### src/stm_pkg.sv
// Shared types and constants for the SAD template matcher.
// No dependencies; used by every other file of the block but stm_checker.
`timescale 1ns / 1ps

package stm_pkg;

    localparam int PIX_W      = 8;
    localparam int FDIM_W     = 9;   // frame size register width
    localparam int TDIM_W     = 6;   // template size register width
    localparam int POS_W      = 9;   // cursor and best position width
    localparam int WIN_W      = 8;   // reported window position width
    localparam int SAD_W      = 18;
    localparam int BEST_SAD_W = 31;
    localparam int IN_DATA_W  = 24;
    localparam int OUT_DATA_W = 88;
    localparam int APB_ADDR_W = 4;
    localparam int APB_DATA_W = 32;

    localparam logic [SAD_W-1:0]      SAD_SAT  = 18'h3ffff;
    localparam logic [BEST_SAD_W-1:0] SAD_NONE = 31'h7fffffff;
    localparam logic [POS_W-1:0]      POS_NONE = 9'h1ff;

    // register indexes on the APB port
    localparam logic [1:0] REG_FRAME_COLS = 2'd0;
    localparam logic [1:0] REG_FRAME_ROWS = 2'd1;
    localparam logic [1:0] REG_TMPL_COLS  = 2'd2;
    localparam logic [1:0] REG_TMPL_ROWS  = 2'd3;

    typedef enum logic [1:0] {
        OP_WR_FRAME = 2'd0,
        OP_WR_TMPL  = 2'd1,
        OP_EVAL     = 2'd2,
        OP_RESTART  = 2'd3
    } op_t;

    typedef enum logic [2:0] {
        ST_IDLE,
        ST_SCAN,
        ST_DRAIN,
        ST_COMMIT,
        ST_NONE
    } state_t;

    typedef struct packed {
        logic wr_frame;
        logic wr_tmpl;
        logic restart;
        logic scan_start;
        logic scan_step;
        logic commit;
        logic load_none;
    } ctrl_cmd_t;

    typedef struct packed {
        logic none_left;
        logic scan_last;
        logic pipe_busy;
    } dp_status_t;

endpackage

### src/stm_ctrl.sv
// Controller state machine of the SAD template matcher.
// Depends on stm_pkg; drives stm_datapath through ctrl_cmd_t.
`timescale 1ns / 1ps

module stm_ctrl (
    input  logic                   aclk,
    input  logic                   aresetn,
    input  logic                   s_tvalid,
    output logic                   s_tready,
    input  logic [1:0]             s_op,
    output logic                   m_tvalid,
    input  logic                   m_tready,
    output stm_pkg::ctrl_cmd_t     cmd,
    input  stm_pkg::dp_status_t    status
);

    stm_pkg::state_t state_reg, state_next;
    logic            m_valid_reg, m_valid_next;
    logic            accept;
    logic            out_free;
    stm_pkg::op_t    op;

    assign accept   = s_tvalid && s_tready;
    assign out_free = !m_valid_reg || m_tready;
    assign op       = stm_pkg::op_t'(s_op);
    assign m_tvalid = m_valid_reg;

    always_ff @(posedge aclk) begin
        if (!aresetn) begin
            state_reg   <= stm_pkg::ST_IDLE;
            m_valid_reg <= 1'b0;
        end else begin
            state_reg   <= state_next;
            m_valid_reg <= m_valid_next;
        end
    end

    always_comb begin
        state_next = state_reg;
        unique case (state_reg)
            stm_pkg::ST_IDLE: begin
                if (accept && op == stm_pkg::OP_EVAL) begin
                    state_next = status.none_left ? stm_pkg::ST_NONE : stm_pkg::ST_SCAN;
                end
            end
            stm_pkg::ST_SCAN: begin
                if (status.scan_last) state_next = stm_pkg::ST_DRAIN;
            end
            stm_pkg::ST_DRAIN: begin
                if (!status.pipe_busy) state_next = stm_pkg::ST_COMMIT;
            end
            stm_pkg::ST_COMMIT: begin
                if (out_free) state_next = stm_pkg::ST_IDLE;
            end
            stm_pkg::ST_NONE: begin
                if (out_free) state_next = stm_pkg::ST_IDLE;
            end
            default: state_next = stm_pkg::ST_IDLE;
        endcase
    end

    always_comb begin
        cmd      = '0;
        s_tready = 1'b0;
        unique case (state_reg)
            stm_pkg::ST_IDLE: begin
                s_tready       = 1'b1;
                cmd.wr_frame   = accept && op == stm_pkg::OP_WR_FRAME;
                cmd.wr_tmpl    = accept && op == stm_pkg::OP_WR_TMPL;
                cmd.restart    = accept && op == stm_pkg::OP_RESTART;
                cmd.scan_start = accept && op == stm_pkg::OP_EVAL && !status.none_left;
            end
            stm_pkg::ST_SCAN:   cmd.scan_step = 1'b1;
            stm_pkg::ST_DRAIN:  cmd = '0;
            stm_pkg::ST_COMMIT: cmd.commit    = out_free;
            stm_pkg::ST_NONE:   cmd.load_none = out_free;
            default:            cmd = '0;
        endcase
    end

    // result register: loaded by commit or load_none, emptied by the sink
    always_comb begin
        if (cmd.commit || cmd.load_none) begin
            m_valid_next = 1'b1;
        end else if (m_tready) begin
            m_valid_next = 1'b0;
        end else begin
            m_valid_next = m_valid_reg;
        end
    end

endmodule

### config.mk
export PLATFORM = sky130hd
export DESIGN_NAME = stm_ctrl
export DESIGN_NICKNAME = d
export VERILOG_FILES = /design/src/stm_pkg.sv /design/src/stm_ctrl.sv
export SDC_FILE = /design/constraint.sdc
export NUM_CORES = 1
export LEC_CHECK = 0
export ABC_AREA = 1
export ABC_CLOCK_PERIOD_IN_PS = 1500
export BUFFER_PORTS_ARGS = -buffer_cell sky130_fd_sc_hd__buf_4
export CORE_AREA = 2 2 39 41
export CTS_BUF_LIST = sky130_fd_sc_hd__clkbuf_4 sky130_fd_sc_hd__clkbuf_8 sky130_fd_sc_hd__clkbuf_16
export DETAILED_ROUTE_END_ITERATION = 8
export DIE_AREA = 0 0 41 43
export SLEW_MARGIN = 0
export SYNTH_ARGS = -nofsm -noshare
export SYNTH_HDL_FRONTEND = slang
export SYNTH_SLANG_ARGS = --single-unit
### constraint.sdc
create_clock -name aclk -period 1.5 [get_ports aclk]
set_input_delay 0.3 -clock aclk [delete_from_list [all_inputs] [get_ports aclk]]
set_output_delay 0.3 -clock aclk [all_outputs]
set_load 0.05 [all_outputs]
# After elaboration in Yosys (flattened, before gate mapping)
# Index checks and enable logic that the tools add are counted.
[word_totals]
mem_count = 0
romBits = 0
ramBits = 0
latchBits = 0
output_inout_bits = 9
register_bits = 4
[op_classes]
muxes = 13
bitwise_logic = 0
n_eq_ne = 11
magnitude_cmp = 0
div = 0
n_reduce_logical = 15
n_shift = 0
n_mul = 0
addsub = 0
[ops]
columns = ["operator", "n"]
rows = [
  ["3-bit 2-to-1 mux", 5],
  ["3-bit one-hot mux with 4 select lines", 1],
  ["3-bit by 2-bit == test with 1-bit output, second input constant", 2],
  ["1-bit logical AND", 6],
  ["1-bit 2-to-1 mux", 6],
  ["2-bit inequality test, second input constant", 3],
  ["2-bit == test, second input constant", 2],
  ["4-bit 2-to-1 mux", 1],
  ["4-bit AND reduction", 1],
  ["3-bit by 1-bit == test with 1-bit output, second input constant", 1],
  ["3-bit == test, second input constant", 1],
  ["3-bit zero test", 1],
  ["2-bit by 1-bit == test with 1-bit output, second input constant", 1],
  ["1-bit zero test", 2],
  ["2-bit zero test", 1],
  ["1-bit logical OR", 2],
  ["2-bit by 1-bit inequality test with 1-bit output, second input constant", 1],
  ["2-bit nonzero test", 1],
  ["2-bit OR reduction", 1],
]

# Depth between registers and ports, before layout
[depth]
depth_word = 6
depth_mapped = 8
depth_no_buf = 8

# Least setup slack after synthesis
# OpenSTA, ideal clock, no wires.
[synth_timing]
path_kind = "reg-to-output"
startpoint = "reg state_reg[0]"
endpoint = "out cmd[3] (netlist name)"
slack_ns = -1.047
t_arrival_ns = 2.247
n_path_buf = 0
path_stages_with_launch = 6
cell_sequence = "dfxtp_1 -> inv_1 -> nand2_1 -> nor2_2 -> nand2_1 -> nor3_1"
[synth_lines]
columns = ["item", "line", "source"]
rows = [
  ["start, declared", "stm_ctrl.sv:17", "stm_pkg::state_t state_reg, state_next;"],
  ["start signal, assigned", "stm_ctrl.sv:30", "state_reg <= stm_pkg::ST_IDLE;"],
  ["start signal, assigned", "stm_ctrl.sv:33", "state_reg <= state_next;"],
  ["end, declared", "stm_ctrl.sv:13", "output stm_pkg::ctrl_cmd_t cmd,"],
]

==> metrics.log <==
[metrics] result of the run: finished with violations
[metrics] failing checks: negative setup slack
[metrics] effective utilization at floorplan: about a quarter
[metrics] number of distinct library cells after synthesis: 14
[metrics] H-Tree Level Count: 1
[metrics] worst vdd rail ir drop: between 0.0007 and 0.0008 V
[metrics] Max stage delay cell, worst path: dfxtp_4
[metrics] period utilization: 100.3%
[metrics] I/O pin count: 18
[metrics] power per standard cell area: 1894 nW/µm²
[metrics] fraction of power consumed by combinational cells: between 70% and 80%
[metrics] overall die width: 41 µm
[metrics] maximum number of pins on one net before global-route repair: 7
[metrics] row cnt: 14
[metrics] total routed wirelength: 970 µm
[metrics] most frequent cells in the layout: buf_4 (19), nand2_1 (12), inv_1 (10)
[metrics] Mean Syn Cell Area: approximately 5.7 µm²
[metrics] Worst Skew: 0.9006 ps
[metrics] CTS buffer count: 3
[metrics] Root Buffer: clkbuf_4
[metrics] Worst Hold Margin: 305.3 ps
[metrics] ranking of synthesized cells by area: dfxtp_1 (24%), nand2_1 (15%), inv_1 (13%)
[metrics] required time at the worst-slack endpoint: ~1200 ps
[metrics] Overall Global Routing Usage: 13.07%
[metrics] main flop type after synthesis: dfxtp_1
[metrics] most used cell, CP: nand2_4
[metrics] sequential cell fraction of total power: ~16%
[metrics] number of remaining DRC errors: 0
[metrics] global-route wire length before repair: around 1.6 mm
[metrics] initial drt markers: 5
[metrics] Antenna diodes: 0
[metrics] max-cap violations: 0
[metrics] count of filler cells inserted in the layout: 149
[metrics] Switching Power: 0.6612 mW
[metrics] port bufs: 17
[metrics] type of element launching the critical path: flip-flop
[metrics] flip-flop count of the largest register after layout: 3
[metrics] internal portion of total power: between 0.6 and 0.7 mW
[metrics] Core Area: ~1400 µm²
[metrics] max_slew headroom: between 80% and 90%
[metrics] most common cell after layout, fill and taps aside: buf_4
[metrics] clock-pin slew on the worst setup and hold paths: 40 ps
[metrics] YS warnings: 0
[metrics] Clk Latency, worst-skew pair: around 230 ps
[metrics] number of global-route vias before repair: about 450
[metrics] Critical Path AT: 1210 ps
[metrics] Setup Viol. Count Final: 1
[metrics] Critical Path, Cell by Cell: inv_4 > nand2_4 > nor2_4 > nand2_4 > nor3_4 > buf_6
[metrics] number of synthesized flops with an enable pin: 0
[metrics] Achievable Freq: 664.4 MHz
[metrics] CP Class: flip-flop to output pin
[metrics] Syn Inst Count: 60
[metrics] RSZ-0062 raised after global routing: true
[metrics] Clock Tree Buf Depth: 2
[metrics] number of vias per cell: 4.510
[metrics] setup slack at placement: about 110 ps
[metrics] overflow left after global routing: 0
[metrics] buffers plus inverters on the worst setup path: 2
[metrics] fraction of post-synthesis cell area in the top cell type by area: 23.62%
[metrics] TritonCTS clock tree: built
[metrics] post-synth top area cell: dfxtp_1
[metrics] part of the total power dissipated in the clock network: between 10% and 20%
[metrics] Worst setup EP type: output pin
[metrics] antenna violations before repair: 0
[metrics] static leakage: ~0.37 nW
[metrics] share of total power consumed by net switching: 51.97%
[metrics] Post-CTS Hold Buffers: 0
[metrics] routed wire length per instance: 9.327 µm
[metrics] endpoints failing hold: 0
[metrics] final antenna-violating net count: 0
[metrics] detailed-router iteration count before antenna repair: 4
[metrics] half-perimeter wire length after detailed placement: 786.6 µm
[metrics] ratio of cells with drive above 1 in the final layout: 55.68%
[metrics] last weighted congestion value of the routability-driven placer: between 0.7 and 0.8
[metrics] family with the most delay on the worst path: simple AND/OR/NAND/NOR gates
[metrics] peak per-stage delay on the critical path: 350 ps
[metrics] vias after detailed routing: 469
[metrics] height of the chip: around 43 µm
[metrics] #FFs+latches synth: 4
[metrics] Final Critical Period: 1505 ps
[metrics] final max-slew violation count: 0
[metrics] number of nets produced by synthesis: slightly below 70
[metrics] Total Die Area: about 1800 µm²
[metrics] nets: between 90 and 100
[metrics] minimum setup slack in the final design: -5.035 ps
[metrics] critical path fanouts, max: 4
[metrics] CTS Sinks: 4
[metrics] slew at the pin with the worst max-slew slack: 256.3 ps
[metrics] share of flip-flops with an asynchronous set or reset: 0%
[metrics] Post-Syn Area: 339.1 µm²
[metrics] HP Class: input pin to flip-flop
[metrics] sequential fraction of the synthesis area: approximately a quarter
[metrics] Synth-to-Final Area Change: 98.15%
==> final timing paths <==
check,start,cells after the start,slack (ps),end
worst max register to register,state_reg[1],11,50,state_reg[2]
worst min register to register,state_reg[2],2,550,state_reg[2]
worst max-delay path,state_reg[0],6,-5,cmd[5]
worst min-delay path,aresetn,3,310,state_reg[0]
==> metrics by stage <==
stage | util [%] | instances | power [mW] | cell area [µm²] | TNS [ps]
2_1_floorplan | - | 60 | 0.7963 | 404.1 | -633.0
3_3_place_gp | 41.50 | 96 | 1.017 | 574.3 | 0
3_5_place_dp | 41.50 | 96 | 1.026 | 574.3 | 0
4_1_cts | 46.02 | 102 | 1.219 | 636.9 | -120.4
5_1_grt | 48.55 | 104 | 1.366 | 671.9 | -341.5
6_report | 48.55 | 104 | 1.272 | 671.9 | -5.035
==> worst register-to-register path: stages (launching register included) <==
cell and delay (ps):
dfxtp_2 320, buf_4 150, nor2_1 140, nand2_1 100
buf_4 140, buf_4 120, nand2_2 70, nand2_4 70
nand2_2 60, nor2_2 40, nor2_1 80, nor2_1 50
==> kinds of logic after synthesis <==
| logic type | share of synthesized area, % |
|---|---|
| buffers and inverters | 13.28 |
| AO/OA/AOI/OAI | 5.533 |
| flip-flops | 23.62 |
| AND/OR/NAND/NOR | 57.56 |
==> cell type report <==
class                      instances  area (µm²)  area share (%)
tap                               16       20.02           2.980
sequential                         4       87.58           13.04
clock buffer                       3       22.52           3.352
timing repair buffer              25       214.0           31.84
inverter                          12       47.55           7.076
multi-input combinational         44       280.3           41.71
==> routing by layer <==
metal / global-route usage (%) / vias to the layer above / share of wire (%)
met1: 13.87 / 198 / 39
li1: - / 244 / -
met2: 21.88 / 27 / 52
met5: 0 / - / 0
met3: 5.759 / 0 / 8.9
met4: 4.000 / 0 / 0
==> cells in the mapped netlist (2+ instances only) <==
library cell / count
nand2_1: 14
inv_1: 12
nor2_1: 10
dfxtp_1: 4
nand4_1: 4
nand2_2: 3
nand3_1: 3
nor3_1: 3
nor2_2: 2
==> power groups by stage <==
stage | Clock (mW) | Combinational, mW | Sequential, mW
floorplan | 0 | 0.568 | 0.228
global placement | 0 | 0.821 | 0.196
detailed placement | 0 | 0.827 | 0.199
CTS | 0.136 | 0.887 | 0.196
global route | 0.147 | 1.01 | 0.208
finish | 0.131 | 0.937 | 0.204
==> repair_timing <==
action / CTS / global route
buffers inserted: 3 / 2
endpoints found under the setup margin: 5 / 8
pin swaps: 2 / 3
resized for setup: 5 / 6
Note: power is estimated with default switching activity, not from simulation.
